<file path="src/sv/bpt_pkg.sv">
// ---------------------------------------------------------------------------
// bpt_pkg
// Shared widths, limits and sequencer codes for the bit-plane transpose.
// ---------------------------------------------------------------------------
package bpt_pkg;

  localparam int WORD_W           = 32;
  localparam int PLANE_W          = 5;   // selects one of 32 bit planes
  localparam int CNT_W            = 7;   // holds a length up to RESULT_LIMIT
  localparam int J_W              = 6;   // element index below RESULT_LIMIT
  localparam int REM_W            = 6;   // remainder below PAD_MULTIPLE
  localparam int RESULT_LIMIT     = 64;
  localparam int DEF_MAX_WORDS    = 64;
  localparam int DEF_PAD_MULTIPLE = 8;

  localparam logic ST_LOAD = 1'b0;
  localparam logic ST_EMIT = 1'b1;

endpackage

</file>
<file path="src/sv/bit_plane_transpose.sv">
// ---------------------------------------------------------------------------
// bit_plane_transpose
// Loads a vector of 32-bit words and emits it in bit-plane order.
// ---------------------------------------------------------------------------
// Words are taken one per cycle while busy is low. The word marked in_last
// closes the vector: its length L is padded with zero words up to a
// multiple of PAD_MULTIPLE (no padding if that would pass 64 words),
// giving P. The block then gathers the output stream one bit per cycle
// through the single read port of the element store. After the last word
// is taken, busy stays high through the gather and the registered read
// of the final bit. The final result word is shown in the first cycle
// with busy low. Each result word is shown for exactly one cycle with
// out_valid; the receiver cannot stall it and must take it when it appears.
// ---------------------------------------------------------------------------
module bit_plane_transpose #(
  parameter int MAX_WORDS    = bpt_pkg::DEF_MAX_WORDS,
  parameter int PAD_MULTIPLE = bpt_pkg::DEF_PAD_MULTIPLE
) (
  input  logic                       clk,
  input  logic                       rst_n,
  input  logic                       start,
  output logic                       busy,
  input  logic [bpt_pkg::WORD_W-1:0] in_word,
  input  logic                       in_last,
  output logic                       out_valid,
  output logic [bpt_pkg::WORD_W-1:0] out_word,
  output logic                       out_last
);

  import bpt_pkg::*;

  localparam int AW = (MAX_WORDS > 1) ? $clog2(MAX_WORDS) : 1;

  logic [WORD_W-1:0] mem [MAX_WORDS];

  logic              state_r, state_nxt;
  logic [CNT_W-1:0]  count_r, count_nxt;
  logic [REM_W-1:0]  rem_r, rem_nxt;
  logic [CNT_W-1:0]  len_r, len_nxt;
  logic [CNT_W-1:0]  p_r, p_nxt;
  logic [J_W-1:0]    j_r, j_nxt;
  logic [PLANE_W-1:0] plane_r, plane_nxt;

  // read stage
  logic              bit_vld_r;
  logic [WORD_W-1:0] rd_data_r;
  logic [PLANE_W-1:0] sel_r;
  logic              inr_r;
  logic              fin_r;

  // collect stage
  logic [WORD_W-1:0]  acc_r;
  logic [WORD_W-1:0]  acc_nxt;
  logic [PLANE_W-1:0] o_r;
  logic               out_valid_r;
  logic [WORD_W-1:0]  out_word_r;
  logic               out_last_r;

  logic              accept;
  logic              store_en;
  logic [CNT_W-1:0]  len_new;
  logic [REM_W-1:0]  rem_new;
  logic [CNT_W:0]    padded_w;
  logic [CNT_W-1:0]  p_last;
  logic              j_wrap;
  logic              fin_bit;
  logic              issue;
  logic              cur_bit;

  assign busy     = (state_r == ST_EMIT) || bit_vld_r;
  assign accept   = start && !busy;
  assign store_en = accept && (count_r < CNT_W'(MAX_WORDS));
  assign issue    = (state_r == ST_EMIT);

  assign len_new = store_en ? count_r + CNT_W'(1) : count_r;
  assign rem_new = !store_en ? rem_r :
                   (rem_r == REM_W'(PAD_MULTIPLE - 1)) ? '0 : rem_r + REM_W'(1);

  // round up to the pad multiple unless that passes the result limit
  assign padded_w = (rem_new == '0) ? {1'b0, len_new} :
                    {1'b0, len_new} + (CNT_W+1)'(PAD_MULTIPLE) - (CNT_W+1)'(rem_new);

  assign p_last  = p_r - CNT_W'(1);
  assign j_wrap  = ({1'b0, j_r} == p_last);
  assign fin_bit = j_wrap && (plane_r == '1);

  always_comb begin
    state_nxt = state_r;
    count_nxt = count_r;
    rem_nxt   = rem_r;
    len_nxt   = len_r;
    p_nxt     = p_r;
    j_nxt     = j_r;
    plane_nxt = plane_r;
    case (state_r)
      ST_LOAD: begin
        if (accept) begin
          count_nxt = len_new;
          rem_nxt   = rem_new;
          if (in_last) begin
            len_nxt   = len_new;
            p_nxt     = (padded_w > (CNT_W+1)'(RESULT_LIMIT)) ? len_new
                                                             : padded_w[CNT_W-1:0];
            count_nxt = '0;
            rem_nxt   = '0;
            j_nxt     = '0;
            plane_nxt = '0;
            state_nxt = ST_EMIT;
          end
        end
      end
      ST_EMIT: begin
        if (j_wrap) begin
          j_nxt     = '0;
          plane_nxt = plane_r + PLANE_W'(1);
        end else begin
          j_nxt = j_r + J_W'(1);
        end
        if (fin_bit) begin
          state_nxt = ST_LOAD;
        end
      end
      default: begin
        state_nxt = ST_LOAD;
      end
    endcase
  end

  always_ff @(posedge clk) begin
    if (!rst_n) begin
      state_r <= ST_LOAD;
      count_r <= '0;
      rem_r   <= '0;
      len_r   <= '0;
      p_r     <= '0;
      j_r     <= '0;
      plane_r <= '0;
    end else begin
      state_r <= state_nxt;
      count_r <= count_nxt;
      rem_r   <= rem_nxt;
      len_r   <= len_nxt;
      p_r     <= p_nxt;
      j_r     <= j_nxt;
      plane_r <= plane_nxt;
    end
  end

  // element store: one write port, one registered read port
  always_ff @(posedge clk) begin
    if (store_en) begin
      mem[count_r[AW-1:0]] <= in_word;
    end
    rd_data_r <= mem[j_r[AW-1:0]];
    sel_r     <= ~plane_r;
    inr_r     <= ({1'b0, j_r} < len_r);
    fin_r     <= fin_bit;
  end

  // padding words and entries past the loaded length read as zero
  assign cur_bit = inr_r && rd_data_r[sel_r];
  assign acc_nxt = {acc_r[WORD_W-2:0], cur_bit};

  always_ff @(posedge clk) begin
    if (!rst_n) begin
      bit_vld_r   <= 1'b0;
      o_r         <= '0;
      out_valid_r <= 1'b0;
    end else begin
      bit_vld_r   <= issue;
      out_valid_r <= bit_vld_r && (o_r == '1);
      if (bit_vld_r) begin
        o_r <= o_r + PLANE_W'(1);
      end
    end
  end

  always_ff @(posedge clk) begin
    if (bit_vld_r) begin
      acc_r <= acc_nxt;
      if (o_r == '1) begin
        out_word_r <= acc_nxt;
        out_last_r <= fin_r;
      end
    end
  end

  assign out_valid = out_valid_r;
  assign out_word  = out_word_r;
  assign out_last  = out_valid_r && out_last_r;

  // a word only completes out of bits gathered while busy
  a_out_after_busy: assert property (@(posedge clk) disable iff (!rst_n)
    out_valid_r |-> $past(busy))
    else $error("result word without gathering");

  a_j_in_range: assert property (@(posedge clk) disable iff (!rst_n)
    (state_r == ST_EMIT) |-> ({1'b0, j_r} < p_r))
    else $error("element index past padded length");

  a_count_bound: assert property (@(posedge clk) disable iff (!rst_n)
    count_r <= CNT_W'(MAX_WORDS))
    else $error("element count past store depth");

  // the final bit of a vector closes a word
  a_fin_aligned: assert property (@(posedge clk) disable iff (!rst_n)
    (bit_vld_r && fin_r) |-> (o_r == '1))
    else $error("vector ends inside a word");

  a_no_load_in_emit: assert property (@(posedge clk) disable iff (!rst_n)
    (state_r == ST_EMIT) |=> (count_r == '0))
    else $error("element loaded during emission");

endmodule

</file>
<file path="config.mk">
export PLATFORM = sky130hd
export DESIGN_NAME = bit_plane_transpose
export DESIGN_NICKNAME = d
export VERILOG_FILES = /design/src/sv/bpt_pkg.sv /design/src/sv/bit_plane_transpose.sv
export SDC_FILE = /design/constraint.sdc
export NUM_CORES = 2
export LEC_CHECK = 0
export BUFFER_PORTS_ARGS = -buffer_cell sky130_fd_sc_hd__buf_2
export CAP_MARGIN = 20
export CORE_MARGIN = 3
export CORE_UTILIZATION = 50
export CTS_CLUSTER_SIZE = 16
export DETAILED_ROUTE_END_ITERATION = 12
export PLACE_DENSITY = 0.65
export SLEW_MARGIN = 10
export SYNTH_ARGS = -nofsm -noshare
export SYNTH_HDL_FRONTEND = slang
export SYNTH_SLANG_ARGS = --single-unit
</file>
<file path="constraint.sdc">
create_clock -name clk -period 6.1 [get_ports clk]
set_input_delay 0.305 -clock clk [delete_from_list [all_inputs] [get_ports clk]]
set_output_delay 0.305 -clock clk [all_outputs]
set_load 0.05 [all_outputs]
</file>
==> impl_metrics.ini <==
[timing]
period_share = 0.779
setup_viol = 0
drv_slew = 0
fin_skew_ns = 0.0441
rsz0062_at_grt = no
hold_viol = 0
max_freq_ghz = 0.210
slew_headroom = 0.253
tightest_slew_ns = 1.12
tns_ns = 0
min_period_ns = 4.75

[synth]
syn-instance-count = 3523
yosys.area.top_type_share = 0.757
synthFlopType = edfxtp_1
synth_edf_count = 2112
seq_area_frac_synth = 0.778
synth_area_um2 = 83700
syn-num-nets = 3583
yosys_warnings = 0
synth_top_cell_by_area = edfxtp_1
synth_area_leaders = edfxtp_1 (76%), mux4_2 (17%), dfxtp_1 (2.0%), nor2_1 (0.44%), a22oi_1 (0.35%)
synthArstFlopShare = 0
avgSynthCellArea_um2 = 23.8
synth_seq_cells = 2197
synth_cell_types = 62

[floorplanning]
row_count = 149
die_h_um = 415
die_width_um = 415
design.core.area_um2 = 166000
start_util = 0.505
dieArea_um2 = 172000
ios = 71

[route]
firstDrtPassIters = 6
m1WireLength_um = 81300
dr_total_vias = 38184
wire_per_inst_um = 31.3
wl_met3_um = 14200
route.detailed.drc = 0
first_iter_violations = 4476
ant_nets = 0
maxUsedRoutingLayer = met5
avgViaCountPerCell = 6.21
wl_met2_um = 92400
totalWireLength_um = 193000

[pwr]
p_clk_frac = 0.421
p_seq_frac = 0.537
p_sw_frac = 0.209
p_per_area_nw_per_um2 = 326
p_leak_nw = 28.9
intPower_mw = 24.5
vdd_drop_max_mv = 0.238
pwr-share-comb = 0.042
p_sw_mw = 6.48

[clocking]
cts_setup_buffers = 0
hold_buffers = 7
h-tree-depth = 4
cts_resized = 0
cts_sinks = 2197
cts_root_buffer = clkbuf_16
cts_buffer_depth = 3
insertion_delay_ns = 0.86
clk_pin_slew_ns = 0.06
cts_inserted_buffers = 214
tritoncts = built

[worst_setup_path]
startpoint_type = register
cp_max_fo = 40
cp.arrival_ns = 5.52
timing.rr.end = p_r[2]
reg2reg_depth = 14
cp.required_ns = 6.87
rrSetupSlack_ns = 1.35
r2r-start = bit_vld_r
worstSetupPathType = reg2reg
endpoint_kind = register

[placement]
dp_hpwl_um = 110000
dpl-instance-area_um2 = 87700
io_buffers = 70
routabilityCongestion = 0.827

[min_path]
whs_endpoint = mem[29][25]
worstHoldStart = in_word[25]
min_path_type = in2reg
holdPathStages = 1

[finish]
areaGrowthSynthToFinish_pct = 13.5
final_area_um2 = 95000
drive_gt1_frac = 0.320
final_net_count = 3836

[global_routing]
grt-ovfl-total = 0
antenna_found_initial = 3
grt_max_degree = 95
grt_pass1_vias = 38974
grt_usage = 0.227
grt_first_pass_wirelength_um = 282000

[flow_run]
maxCapViolations = 0

[run_status]
status = finished, final reports clean
==> through the flow <==
| stage | hold WS (ns) | cells | power, mW | utilization | setup slack, ns |
|---|---|---|---|---|---|
| finish | 0.00827 | 6150 | 31.0 | 0.573 | 1.35 |
| global route | 0.00182 | 6149 | 31.9 | 0.573 | 1.01 |
| global placement | 0.390 | 5719 | 18.3 | 0.528 | 1.47 |
| CTS | 0.0417 | 6137 | 31.2 | 0.572 | 1.38 |
| detailed placement | 0.389 | 5730 | 18.3 | 0.529 | 1.39 |
| floorplan | 0.375 | 3523 | 17.7 | - | 1.74 |
==> cells in the final DEF (no fill, tap or decap), types with 6 or more instances in the layout <==
master / netlist / final
and3_1: 6 / 6
buf_12: 0 / 26
clkinv_1: 0 / 43
and2_1: 14 / 14
nor2_1: 99 / 33
clkbuf_8: 0 / 6
edfxtp_1: 2112 / 2112
xnor2_1: 10 / 10
a21oi_1: 12 / 12
a211oi_1: 7 / 7
nand3_1: 14 / 14
mux2i_1: 25 / 25
clkbuf_1: 70 / 43
nand4_1: 6 / 6
dfxtp_1: 85 / 78
buf_2: 55 / 69
inv_1: 22 / 22
bufinv_16: 0 / 16
dlygate4sd3_1: 0 / 10
buf_4: 10 / 108
nand2_1: 62 / 62
nor3_1: 11 / 11
xor2_1: 16 / 16
clkinvlp_4: 0 / 6
mux4_2: 650 / 650
clkbuf_16: 0 / 218
o21ai_0: 20 / 20
inv_16: 0 / 6
ha_1: 23 / 23
a22oi_1: 39 / 39
o21ai_1: 9 / 9
nor2b_1: 26 / 25
clkinv_2: 0 / 45
nor2_4: 0 / 64
mux2_2: 12 / 12
==> metal layers <==
metal / track usage / vias to the layer above
li1: - / 15581
met1: 0.335 / 20748
met2: 0.354 / 1580
met3: 0.0408 / 273
met4: 0.0593 / 2
met5: 0 / -
==> registers in the layout, indices dropped and copies added, names as in the netlist <==
register	count
count_r	7
len_r	7
fin_r	1
j_r	6
issue	1
rem_r	6
sel_r	5
out_last_r	1
rd_data_r	32
bit_vld_r	1
out_valid	1
o_r	5
out_word	32
inr_r	1
plane_r	5
mem	2048
p_r	7
acc_r	31
==> worst max-delay path by stage <==
stage                         start     end  slack (ns)  cells after the start
final                     bit_vld_r  p_r[2]        1.35                     14
after CTS                 bit_vld_r  p_r[2]        1.38                     14
after floorplan           bit_vld_r  p_r[2]        1.74                     15
after detailed placement  bit_vld_r  p_r[2]        1.39                     14
after global routing      bit_vld_r  p_r[2]        1.01                     14
after global placement    bit_vld_r  p_r[2]        1.47                     14
==> power groups by stage <==
| stage | Sequential (mW) | Clock (mW) | Combinational (mW) |
|---|---|---|---|
| after floorplan | 16.9 | 0 | 0.795 |
| after global placement | 17.0 | 0 | 1.28 |
| after detailed placement | 17.0 | 0 | 1.30 |
| after CTS | 16.7 | 13.3 | 1.31 |
| after global routing | 16.6 | 13.9 | 1.39 |
| final | 16.7 | 13.0 | 1.30 |
==> critical path: stages (launching register included) <==
cell       delay (ns)
dfxtp_2          0.59
nor4b_2          0.80
buf_4            0.31
nand4_1          0.14
xnor2_1          0.46
and2_1           0.23
nor2_1           0.06
ha_1             0.34
o21ai_0          0.14
or4b_2           0.64
o2111ai_1        0.15
o31ai_1          0.15
nand3_2          0.18
mux2_2           0.35
o21ai_0          0.12
==> cell type report <==
type / count / area, µm²
Fill cell: 11670 / 70700
Sequential cell: 2197 / 65100
Multi-Input combinational cell: 1123 / 18200
Clock buffer: 270 / 5710
Tap cell: 2189 / 2740
Timing Repair Buffer: 218 / 1910
Clock inverter: 130 / 1250
Inverter: 22 / 82.6
Antenna cell: 1 / 2.50
==> cell families after synthesis <==
| group | share of synthesized area |
|---|---|
| flops | 0.778 |
| compound gates | 0.00968 |
| mux | 0.179 |
| buf+inv | 0.0110 |
| xor+xnor | 0.00272 |
| simple gates | 0.0157 |
| fa+ha+maj | 0.00368 |
==> cells in the mapped netlist (all sizes together) (4+ instances only) <==
library cell  number
mux4             650
and2              15
and3               6
ha                23
xnor2             10
nor3b              5
nor3              11
dfxtp             85
nand4              6
inv               22
nor2              99
clkbuf            71
xor2              16
nand2             63
mux2              12
a22oi             39
o21ai             29
o211a              4
a211oi             7
a21oi             12
nor2b             26
buf              110
nand2b             4
mux2i             25
edfxtp          2112
nand3             15
(Power assumes the default switching activity.)
